File: config.mk
export PLATFORM = sky130hd
export DESIGN_NAME = mexp_cell
export DESIGN_NICKNAME = d
export VERILOG_FILES = /design/src/hdl/mexp_pkg.sv /design/src/hdl/mexp_cell.sv
export SDC_FILE = /design/constraint.sdc
export NUM_CORES = 1
export LEC_CHECK = 0
export ABC_AREA = 1
export BUFFER_PORTS_ARGS = -buffer_cell sky130_fd_sc_hd__buf_4
export CORE_ASPECT_RATIO = 0.75
export CORE_MARGIN = 5
export CORE_UTILIZATION = 50
export CTS_CLUSTER_SIZE = 25
export DETAILED_ROUTE_END_ITERATION = 10
export PLACE_DENSITY_LB_ADDON = 0.25
export SLEW_MARGIN = 0
export SYNTH_ARGS = -nofsm -noshare
export SYNTH_HDL_FRONTEND = slang
export SYNTH_SLANG_ARGS = --single-unit
File: constraint.sdc
create_clock -name clk -period 4.95 [get_ports clk]
set_input_delay 0.99 -clock clk [delete_from_list [all_inputs] [get_ports clk]]
set_output_delay 0.99 -clock clk [all_outputs]
set_load 0.01 [all_outputs]
File: src/hdl/mexp_pkg.sv
// modexp package: sizes, state codes and the cell control struct
`timescale 1ns / 1ps
package mexp_pkg;

  localparam int OPERAND_BITS = 512;
  localparam int WORD_BITS    = 64;
  localparam int NWORDS       = (OPERAND_BITS + WORD_BITS - 1) / WORD_BITS;
  // one spare cell on top holds the overflow of 2r + b before the subtracts
  localparam int NCELLS       = NWORDS + 1;
  localparam int RBITS        = NCELLS * WORD_BITS;
  localparam int PADBITS      = NWORDS * WORD_BITS;
  localparam int MAX_OUT      = 8;
  localparam int OUT_WORDS    = (NWORDS < MAX_OUT) ? NWORDS : MAX_OUT;
  localparam int IDX_W        = (NWORDS > 1) ? $clog2(NWORDS) : 1;
  localparam int CNT_W        = $clog2(OPERAND_BITS + 1);
  localparam int IN_DATA_W    = 72;
  localparam int OUT_DATA_W   = 72;

  typedef enum logic [1:0] {
    ACT_LOAD_BASE = 2'd0,
    ACT_LOAD_EXP  = 2'd1,
    ACT_LOAD_MOD  = 2'd2,
    ACT_START     = 2'd3
  } action_t;

  typedef enum logic [1:0] {
    MK_BASE = 2'd0,
    MK_ACC  = 2'd1,
    MK_SQR  = 2'd2
  } mul_kind_t;

  typedef enum logic [2:0] {
    ST_IDLE    = 3'd0,
    ST_CHECK   = 3'd1,
    ST_MUL_ADD = 3'd2,
    ST_MUL_SUB1 = 3'd3,
    ST_MUL_SUB2 = 3'd4,
    ST_MUL_DONE = 3'd5,
    ST_EXP_STEP = 3'd6,
    ST_OUT     = 3'd7
  } state_t;

  typedef struct packed {
    logic clear;
    logic shift_add;
    logic add_bit;
    logic sub_take;
  } cell_ctl_t;

endpackage

File: src/hdl/mexp_cell.sv
// modexp cell: one word slice of the remainder with shift, add and subtract
`timescale 1ns / 1ps
module mexp_cell (
  input  logic                                clk,
  input  mexp_pkg::cell_ctl_t                 ctl,
  input  logic [mexp_pkg::WORD_BITS-1:0]      mcand,
  input  logic [mexp_pkg::WORD_BITS-1:0]      modv,
  input  logic                                shift_in,
  input  logic                                carry_in,
  input  logic                                borrow_in,
  output logic                                shift_out,
  output logic                                carry_out,
  output logic                                borrow_out,
  output logic [mexp_pkg::WORD_BITS-1:0]      r_q
);

  localparam int W = mexp_pkg::WORD_BITS;

  logic [W-1:0] r_r;
  logic [W-1:0] shl;
  logic [W-1:0] addend;
  logic [W:0]   sum;
  logic [W:0]   diff;

  // doubled slice plus multiplicand, carry rippling up the row
  always_comb begin
    shl    = {r_r[W-2:0], shift_in};
    addend = ctl.add_bit ? mcand : '0;
    sum    = {1'b0, shl} + {1'b0, addend} + (W+1)'(carry_in);
    diff   = {1'b0, r_r} - {1'b0, modv} - (W+1)'(borrow_in);
  end

  assign shift_out  = r_r[W-1];
  assign carry_out  = sum[W];
  assign borrow_out = diff[W];
  assign r_q        = r_r;

  // slice update
  always_ff @(posedge clk) begin
    if (ctl.clear) begin
      r_r <= '0;
    end else if (ctl.shift_add) begin
      r_r <= sum[W-1:0];
    end else if (ctl.sub_take) begin
      r_r <= diff[W-1:0];
    end
  end

endmodule

# Yosys cells after proc, flatten, opt, wreduce, memory -nomap -nowiden

Cells that the tools add are included.

Bits of input ports: 136
Bits in registers: 64
Output and inout port bits: 67
Logic and storage cells: 9

Reduce and logical (&&, ||, !) cells: 1
Add/subtract/negate cells: 4
Muxes and demuxes: 3

Operators with widths:

| operator           | count |
|---|---|
| $mux W64           | 3 |
| $add A64 B64 Y65   | 1 |
| $add A65 B1 Y65    | 1 |
| $sub A64 B64 Y65   | 1 |
| $sub A65 B1 Y65    | 1 |
| $reduce_bool A2 Y1 | 1 |

# Longest topological paths before layout

Gate-level depths: netlist (run 1).

Depth in word-level cells: 4
Depth in mapped cells: 21
Gate-level depth less buffers: 21

# Worst setup path after synthesis (run 1)

OpenSTA, ideal clock, no wires.

Path type: input to output
Start point: in modv[0] in the netlist's numbering
End point: out borrow_out
Required time: 3960 ps
Arrival: 3503 ps
Path buffers: 0
Stages on the path: 18
Path slack: 457 ps
Path through: inv_1 fa_1 inv_1 ha_1 nor2_1 inv_1 fa_1 o21ai_1 nand2_1 nand2_1 nand2_2 nand2_1 nand3_2 nand2_1 nand3_1 nand3_1 nand2_1 xnor2_1

Word-level cells in the longest chain between the ends: 2

RTL lines:

| item               | RTL line        | text |
|---|---|---|
| start: declaration | mexp_cell.sv:7  | `input logic [mexp_pkg::WORD_BITS-1:0] modv,` |
| $sub A64 B64 Y65   | mexp_cell.sv:30 | `diff = {1'b0, r_r} - {1'b0, modv} - (W+1)'(borrow_in);` |
| $sub A65 B1 Y65    | mexp_cell.sv:30 |  |
| end: declaration   | mexp_cell.sv:13 | `output logic borrow_out,` |

No other way between the ends.

# Worst setup path after layout (run 1)

Ends and elaborated chain as after synthesis.

==> results of run 1 <==
worst max-delay path, stage by stage:
cell and delay, ns:
buf_4 0.08, inv_1 0.04, fa_1 0.56, inv_1 0.06
ha_1 0.19, nor2_2 0.10, inv_1 0.08, fa_2 0.36
o21ai_1 0.12, nand2_1 0.08, nand2_1 0.08, nand2_2 0.05
nand2_1 0.06, nand3_2 0.11, nand2_2 0.12, nand3_1 0.10
nand3_1 0.09, nand2_1 0.06, xnor2_1 0.20, buf_4 0.16
through the flow:
step	hold slack (ns)	cell area [sq um]	worst slack, ns	utilization (%)	cells
after global routing	0.6289	18160	0.02650	57.97	3707
after detailed placement	0.5967	17860	0.1838	57.03	3692
after CTS	0.6051	18150	0.1400	57.94	3706
after floorplan	0.5185	15880	0.4569	-	3108
final	0.6218	18160	0.2329	57.97	3707
after global placement	0.5911	17860	0.1196	57.03	3692
placed cells by master (no fill, tap or decap), types with 5 or more instances in the layout:
cell type / n
nand2_1: 1078
inv_1: 789
buf_4: 215
a21oi_1: 211
nor2_1: 208
ha_1: 189
nand3_1: 157
o21ai_0: 108
dfxtp_1: 64
nand2_2: 35
nor2_2: 34
xor2_1: 23
nand4_1: 22
inv_2: 20
nor3_1: 20
o21bai_1: 19
a31oi_1: 14
nand3_2: 10
nor3_2: 9
clkbuf_16: 9
a21o_1: 7
nand3b_1: 7
o21ai_1: 5
nor3_4: 5
o211ai_1: 5
Yosys cell counts (2+ instances only):
cell type  instances
nand2_1         1079
inv_1            789
a21oi_1          211
nor2_1           211
ha_1             189
nand3_1          157
o21ai_0          108
dfxtp_1           64
nand2_2           34
nor2_2            31
clkbuf_1          30
xor2_1            23
nand4_1           22
inv_2             20
nor3_1            20
o21bai_1          19
a31oi_1           14
nand3_2           10
nor3_2             9
a21o_1             7
nand3b_1           7
nor3_4             5
o211ai_1           5
o21ai_1            5
fa_1               4
and2_1             3
buf_1              3
buf_2              3
clkinv_1           3
nor2_4             3
nor4_2             3
or2_2              3
a211oi_1           2
xnor2_1            2
metal layers:
metal | part of all wire (%) | GRT usage, %
met1 | 43 | 53.27
met2 | 39 | 53.21
met3 | 14 | 8.071
met4 | 3.0 | 8.927
met5 | 0.033 | 0
cell families (layout without fill, tap and decap cells):
logic type               count (synthesis)  count (layout)  share of synthesized area, %
adder cells (fa/ha/maj)                193             193                         15.40
other                                    0               1                             0
XOR/XNOR                                25              25                         1.379
AND/OR/NAND/NOR                       1600            1600                         42.38
buffers and inverters                  849            1041                         20.12
flip-flops                              64              64                         8.068
AO/OA/AOI/OAI                          377             377                         12.66
area by class of cell:
type / count / area (sq um) / share of cell area (%)
Inverter: 812 / 3048 / 16.79
Tap cell: 406 / 508.0 / 2.798
Sequential cell: 64 / 1281 / 7.056
Clock buffer: 11 / 242.7 / 1.337
Clock inverter: 3 / 43.79 / 0.2412
Antenna cell: 1 / 2.502 / 0.01378
Multi-Input combinational cell: 2195 / 11420 / 62.88
Timing Repair Buffer: 215 / 1614 / 8.889
report_power, final:
part,internal [uW],total (uW),switching (uW)
Sequential,600,804,204
Combinational,1280,3930,2650
Clock,397,614,217
Total,2280,5350,3070
path summary, 6_finish.rpt:
| check | start | end | slack, ns | depth (start not counted) |
|---|---|---|---|---|
| worst max-delay path | modv[0] | borrow_out | 0.23 | 20 |
| worst min register to register | r_q[3]$_SDFFE_PP0P_ | r_q[3]$_SDFFE_PP0P_ | 0.62 | 2 |
| worst max register to register | r_q[0]$_SDFFE_PP0P_ | r_q[28]$_SDFFE_PP0P_ | 1.65 | 18 |
| worst min-delay path | r_q[3]$_SDFFE_PP0P_ | r_q[3]$_SDFFE_PP0P_ | 0.62 | 2 |
==> run_results.csv, run 1 <==
group,metric,value,unit
timing,worst_slew_pin_slew,1.153,ns
timing,hold_viol,0,
clocking,clkLatencyLatePin,0.33,ns
routing,ant_nets,0,
clocking,cts_sinks,64,
synthesis,yosysWarnings,0,
critical_path,cp_max_fo,2,
critical_path,end_kind,"output pin",
synthesis,synth_edf_count,0,
flow_run,drv_cap,0,
synthesis,syn_area,15880,sq um
timing,maxSlewViolCount,0,
status,outcome,"completed",
worst_hold_path,hold_path_class,"reg -> reg",
synthesis,synth_top_area_cell,"nand2_1",
routing,vias,19890,
critical_path,worstSetupPathType,"in -> out",
die,die_h,164.3,um
synthesis,yosysUniqueCellTypes,44,
synthesis,synth_async_sr_flop_share,0,%
synthesis,syn_inst,3108,
clocking,cts.path.max_buffers,2,
clocking,ctsResizeCount,0,
clocking,postCtsSetupBuffers,0,
critical_path,worstPathArrival,3.73,ns
finish,syn_to_final_growth,14.34,%
die,pin_count,203,
synthesis,ys.flop_type,"dfxtp_1",
clocking,cts_hold_buffers,0,
finish,largest_reg_flops,64,
global_route,grt_pass1_vias,17820,
pwr,power,5352,uW
pwr,vdd_drop_max,0.1824,mV
clocking,clk_pin_slew_worst_paths,0.06,ns
critical_path,crit_required,3.96,ns
global_route,grt_max_degree,57,
placement,dp_hpwl,58110,um
timing,finClkSkew,0.009524,ns
timing,fmax,212.0,MHz
pwr,p_leak,0.01157,uW
global_route,overflow,0,
timing,rsz0062_at_grt,"no",
clocking,htreeDepth,3,
synthesis,synth_area_leaders,"nand2_1, inv_1, ha_1",
finish,drive_above_1_share,10.76,%
critical_path,startpoint_type,"input pin",
clocking,cts_root_buf,"clkbuf_16",
finish,fill_cells,3260,
clocking,cts_tree,"yes",
synthesis,netlist.area_leader.share,25.50,%
global_route,grt_use_total,36.16,%
timing,setup_tns,0,ns
routing,drt_iter0_drc,2385,
timing,period_share,95.30,%
timing,slew_headroom,23.04,%
routing,wl_per_cell,18.14,um
global_route,grt_pass1_wl,99390,um
die,die_w,215.8,um
die,die_area,35460,sq um
placement,gp_congestion,1.058,
synthesis,syn_nets,3437,
timing,setup_viol,0,
synthesis,synth-seq-cells,64,
finish,nNetsFinal,3626,
routing,first_pass_iters,7,
die,core,31320,sq um
routing,routed_wl,67250,um
die,initial_core_util,50.70,%
routing,via_per_inst,5.366,
timing,fin_crit,4.717,ns
die,rows,56,
pwr,p_per_area,294.8,nW/um^2
placement,port_buffers,202,
synthesis,yosysSeqAreaShare,8.068,%
synthesis,syn_area_per_cell,5.109,sq um
global_route,antenna_found_initial,2,
routing,drcViolationCount,0,
clocking,cts_buffers,9,
(Power assumes the default switching activity.)
==> run 2, diff against run 1 <==
--- a/config.mk
+++ b/config.mk
@@ -13,6 +13,7 @@
 export CTS_CLUSTER_SIZE = 25
 export DETAILED_ROUTE_END_ITERATION = 10
 export PLACE_DENSITY_LB_ADDON = 0.25
+export RECOVER_POWER = 25
 export SLEW_MARGIN = 0
 export SYNTH_ARGS = -nofsm -noshare
 export SYNTH_HDL_FRONTEND = slang
==> constraint.sdc (replaced) <==
create_clock -name clk -period 5.7 [get_ports clk]
set_input_delay 1.14 -clock clk [delete_from_list [all_inputs] [get_ports clk]]
set_output_delay 1.14 -clock clk [all_outputs]
set_load 0.01 [all_outputs]
==> run 2 against run 1 <==
  * Critical path depth unchanged
  * Non-clock buffer count down 9
  * Die area unchanged
  * Global-route usage down 0.11 points
  * Combinational power down 15%
  * Largest cell class unchanged
  * Wire length down 0.57%
  * Critical path type unchanged
  * Highest routed layer is now met4
  * Worst hold slack worse by 0.0021 ns
==> run_results.csv, run 2 (synthesized netlist as in run 1, its figures left out) <==
group,metric,value,unit
clocking,cts_root_buf,"clkbuf_16",
timing,worst_slew_pin_slew,1.169,ns
die,initial_core_util,50.70,%
critical_path,end_kind,"output pin",
finish,final_common_cell,"nand2_1",
routing,drt_iter0_drc,2369,
timing,setup_viol,0,
die,die_area,35460,sq um
clocking,cts_hold_buffers,0,
critical_path,r2r_start,"r_q[0]$_SDFFE_PP0P_",
critical_path,critPathLaunch,"modv[0]",
timing,slew_headroom,21.96,%
finish,largest_reg_flops,64,
placement,gp_congestion,1.049,
timing,rsz0062_at_grt,"no",
worst_hold_path,hold_path_class,"reg -> reg",
clocking,postCtsSetupBuffers,0,
global_route,grt_max_degree,65,
critical_path,worstPathArrival,4.31,ns
routing,routed_wl,66860,um
critical_path,crit_required,4.56,ns
status,outcome,"completed",
routing,ant_nets,0,
global_route,grt_use_total,36.05,%
placement,dp_hpwl,57930,um
placement,port_buffers,202,
critical_path,cp_max_fo,5,
critical_path,rr_worst_depth,17,
clocking,cts.path.max_buffers,2,
critical_path,r2r_slack,2.21,ns
clocking,cts_sinks,64,
clocking,cts_tree,"yes",
timing,fin_crit,5.448,ns
global_route,grt_pass1_wl,100100,um
flow_run,drv_cap,0,
clocking,clk_pin_slew_worst_paths,0.05,ns
routing,via_per_inst,5.366,
timing,finClkSkew,0.005775,ns
timing,postLayoutSetupSlackWorst,0.2523,ns
pwr,p_leak,0.01140,uW
finish,drive_above_1_share,9.447,%
clocking,ctsResizeCount,0,
global_route,overflow,0,
critical_path,worstSetupPathType,"in -> out",
die,die_h,164.3,um
critical_path,startpoint_type,"input pin",
timing,fmax,183.6,MHz
critical_path,crit_end,"borrow_out",
pwr,p_per_area,257.5,nW/um^2
finish,nNetsFinal,3617,
critical_path,r2r-end,"r_q[28]$_SDFFE_PP0P_",
die,rows,56,
finish,layout_common_cells,"nand2_1, inv_1, a21oi_1, nor2_1, ha_1",
die,pin_count,203,
timing,maxSlewViolCount,0,
die,die_w,215.8,um
finish,fill_cells,3388,
routing,vias,19850,
clocking,cts_buffers,9,
routing,wl_per_cell,18.07,um
timing,period_share,95.57,%
global_route,antenna_found_initial,2,
timing,setup_tns,0,ns
finish,final_util,57.41,%
die,core,31320,sq um
pwr,vdd_drop_max,0.1375,mV
placement,preCtsSetupSlack,0.3370,ns
global_route,grt_pass1_vias,17930,
routing,drcViolationCount,0,
clocking,clkLatencyLatePin,0.32,ns
clocking,htreeDepth,3,
finish,syn_to_final_growth,13.23,%
routing,first_pass_iters,6,
timing,hold_viol,0,
[run 2: worst min-delay path by stage]
stage	from	to	depth (start not counted)
floorplan	r_q[3]$_SDFFE_PP0P_	r_q[3]$_SDFFE_PP0P_	2
global placement	r_q[3]$_SDFFE_PP0P_	r_q[3]$_SDFFE_PP0P_	2
detailed placement	r_q[3]$_SDFFE_PP0P_	r_q[3]$_SDFFE_PP0P_	2
CTS	r_q[3]$_SDFFE_PP0P_	r_q[3]$_SDFFE_PP0P_	2
global route	r_q[3]$_SDFFE_PP0P_	r_q[3]$_SDFFE_PP0P_	2
finish	r_q[3]$_SDFFE_PP0P_	r_q[3]$_SDFFE_PP0P_	2
[run 2: layer usage]
metal / share of wire (%) / GRT usage, % / vias to the layer above
li1: - / - / 9777
met1: 45 / 53.71 / 8910
met2: 40 / 53.51 / 1074
met3: 13 / 6.689 / 93
met4: 2.3 / 8.520 / 0
met5: 0 / 0 / -
[run 2: critical path, cell delays in order]
cell and delay, ns:
buf_4 0.08, inv_1 0.04, fa_1 0.56, inv_1 0.05, ha_1 0.17, nor2_1 0.17, inv_1 0.11, fa_1 0.47
o21ai_1 0.17, nand2_1 0.11, nand2_1 0.09, nand2_2 0.08, nand2_1 0.10, nand3_2 0.13, nand2_1 0.15, nand3_1 0.11
nand3_1 0.09, nand2_1 0.07, xnor2_1 0.24, buf_4 0.17
[run 2: metrics by stage]
stage / std cells / power [uW] / hold WS, ns / area (sq um)
after detailed placement: 3683 / 3941 / 0.5945 / 17790
final: 3700 / 4629 / 0.6197 / 17980
after floorplan: 3108 / 2802 / 0.5185 / 15880
after CTS: 3698 / 4520 / 0.6032 / 18100
after global routing: 3700 / 4988 / 0.6433 / 17980
after global placement: 3683 / 3885 / 0.5774 / 17790
[run 2: where the power goes]
group | internal (uW) | switching [uW]
Clock | 379 | 192
Combinational | 1070 | 2290
Sequential | 521 | 179
[run 2: layout make-up]
cell class                      instances  area [sq um]  area share, %
Timing Repair Buffer                  206          1426          7.933
Clock buffer                           11         232.7          1.294
Antenna cell                            2         5.005        0.02783
Clock inverter                          4         70.07         0.3897
Inverter                              812          3048          16.95
Multi-Input combinational cell       2195         11410          63.45
Tap cell                              406         508.0          2.825
Sequential cell                        64          1281          7.125
==> run 3, diff against run 2 <==
--- a/config.mk
+++ b/config.mk
@@ -5,7 +5,6 @@
 export SDC_FILE = /design/constraint.sdc
 export NUM_CORES = 1
 export LEC_CHECK = 0
-export ABC_AREA = 1
 export BUFFER_PORTS_ARGS = -buffer_cell sky130_fd_sc_hd__buf_4
 export CORE_ASPECT_RATIO = 0.75
 export CORE_MARGIN = 5
==> run 3 against run 2 <==
  * Critical path depth decreased by 1
  * Clock skew increased by 0.0067 ns
  * Core utilization increased by 2.4 points
  * Total power increased by 5.2%
  * Final cell count decreased by 41%
  * Highest routed layer unchanged
==> run_results.csv, run 3 <==
group,metric,value,unit
global_route,overflow,0,
routing,routed_wl,42260,um
routing,wl_per_cell,19.28,um
timing,slew_headroom,49.88,%
die,pin_count,203,
clocking,cts_root_buf,"clkbuf_16",
global_route,grt_use_total,29.88,%
timing,maxSlewViolCount,0,
synthesis,syn_area_per_cell,7.176,sq um
synthesis,syn_area,12030,sq um
synthesis,synthTopCellsByCount,"inv_1, ha_1, a21oi_1, nand2_1, nor2_1",
routing,drcViolationCount,0,
finish,fill_cells,2334,
finish,multi_input_area,9490,sq um
global_route,grt_pass1_wl,65790,um
synthesis,synth_area_leaders,"ha_1, dfxtp_1, a21oi_1",
die,die_area,27290,sq um
clocking,htreeDepth,3,
clocking,cts_tree,"yes",
routing,drt_iter0_drc,1339,
synthesis,synth_most_common_cell,"inv_1",
timing,postLayoutSetupSlackWorst,0.03437,ns
die,die_w,189.1,um
worst_hold_path,hold_path_class,"reg -> reg",
pwr,power,4872,uW
synthesis,yosysSeqAreaShare,10.65,%
synthesis,ys.flop_type,"dfxtp_1",
pwr,p_leak,0.006902,uW
synthesis,netlist.area_leader.share,19.66,%
synthesis,syn_nets,2005,
synthesis,synth-seq-cells,64,
die,initial_core_util,50.43,%
finish,finalInstanceArea,14270,sq um
placement,placed_area,13970,sq um
critical_path,worstPathArrival,4.53,ns
timing,rsz0062_at_grt,"yes",
timing,fin_crit,5.666,ns
clocking,clk_pin_slew_worst_paths,0.06,ns
timing,hold_viol,0,
clocking,clkLatencyLatePin,0.34,ns
placement,gp_congestion,1.001,
synthesis,yosysWarnings,0,
global_route,grt_max_degree,58,
routing,vias,13080,
synthesis,syn_inst,1676,
finish,syn_to_final_growth,18.70,%
finish,final_util,59.86,%
critical_path,cp_max_fo,2,
die,core,23850,sq um
critical_path,startpoint_type,"input pin",
clocking,cts_sinks,64,
timing,setup_viol,0,
critical_path,worstSetupPathType,"in -> out",
routing,via_per_inst,5.969,
finish,largest_reg_flops,64,
flow_run,drv_cap,0,
placement,port_buffers,202,
synthesis,yosysUniqueCellTypes,92,
clocking,cts.path.max_buffers,2,
pwr,vdd_drop_max,0.1817,mV
timing,period_share,99.40,%
timing,whs,0.5975,ns
placement,preCtsSetupSlack,-0.1834,ns
routing,first_pass_iters,6,
finish,regArea,1281,sq um
pwr,p_per_area,341.3,nW/um^2
timing,finClkSkew,0.01246,ns
finish,nNetsFinal,2211,
timing,fmax,176.5,MHz
synthesis,synth_edf_count,0,
synthesis,synth_top_area_cell,"ha_1",
synthesis,synth_async_sr_flop_share,0,%
finish,final_common_cell,"buf_4",
critical_path,crit_required,4.56,ns
timing,worst_slew_pin_slew,0.7439,ns
finish,drive_above_1_share,16.33,%
global_route,antenna_found_initial,0,
finish,layout_common_cells,"buf_4, inv_1, ha_1, a21oi_1, nand2_1",
global_route,grt_pass1_vias,12030,
placement,dp_hpwl,34840,um
clocking,cts_buffers,9,
critical_path,end_kind,"output pin",
routing,ant_nets,0,
die,rows,49,
finish,num_antenna_cells,0,
die,die_h,144.3,um
status,outcome,"completed",
[run 3: layout make-up]
type,instances,share of cell area [%]
clock buffers,12,1.727
flip-flops and latches,64,8.975
repair buffers,279,13.95
inverters,224,5.890
well taps,306,2.682
clock inverters,3,0.2980
multi-input cells,1304,66.48
[run 3: per-layer routing]
metal  global-route usage, %  share of wire (%)  routed length, um
met1                   47.62                 50              21250
met2                   41.37                 38              15910
met4                   4.791                1.4                590
met3                   5.888                 11               4517
met5                       0                  0                  0
[run 3: repair_timing]
item / 4_1_cts / 5_1_grt
gates resized for setup: 8 / 11
pin swaps: 12 / 14
setup endpoints to repair: 1 / 2
hold buffers: 0 / 0
buffers inserted: 3 / 1
[run 3: worst paths after layout]
kind / from / endpoint / slack [ns] / cells after the start
max: modv[0] / borrow_out / 0.03 / 19
min: r_q[63]$_SDFFE_PP0P_ / r_q[63]$_SDFFE_PP0P_ / 0.60 / 2
max reg2reg: r_q[0]$_SDFFE_PP0P_ / r_q[61]$_SDFFE_PP0P_ / 1.42 / 14
min reg2reg: r_q[63]$_SDFFE_PP0P_ / r_q[63]$_SDFFE_PP0P_ / 0.60 / 2
[run 3: critical path: stages]
cell and delay [ns]:
buf_6 0.07, inv_2 0.03, fa_1 0.55, inv_1 0.05, ha_2 0.16, or2_4 0.23, fa_2 0.37, nand2b_4 0.17
a31oi_4 0.16, o211ai_1 0.14, nand3_2 0.13, a2111oi_4 0.08, o21ai_1 0.20, a21oi_2 0.10, a311oi_2 0.34, o21ai_1 0.12
a21oi_2 0.18, xor2_1 0.17, buf_4 0.14
[run 3: cell families after synthesis]
family	count (synthesis)	share of synthesized area (%)
and+or+nand+nor	433	18.27
muxes	15	1.248
AOI/OAI and AO/OA	550	30.02
DFF	64	10.65
adders and majority gates	193	20.33
xor gates and xnor gates	113	8.229
buffers and inverters	308	11.25
[run 3: report_power, final]
part           switching [uW]  internal (uW)
sequential                140            546
combinational            2110           1500
clock                     228            348
total                    2470           2400
[run 3: through the flow]
stage / instances / setup TNS (ns)
6_report: 2192 / 0
5_1_grt: 2192 / -0.2189
4_1_cts: 2191 / -0.05054
3_5_place_dp: 2173 / -0.1834
3_3_place_gp: 2173 / -0.1182
2_1_floorplan: 1676 / 0
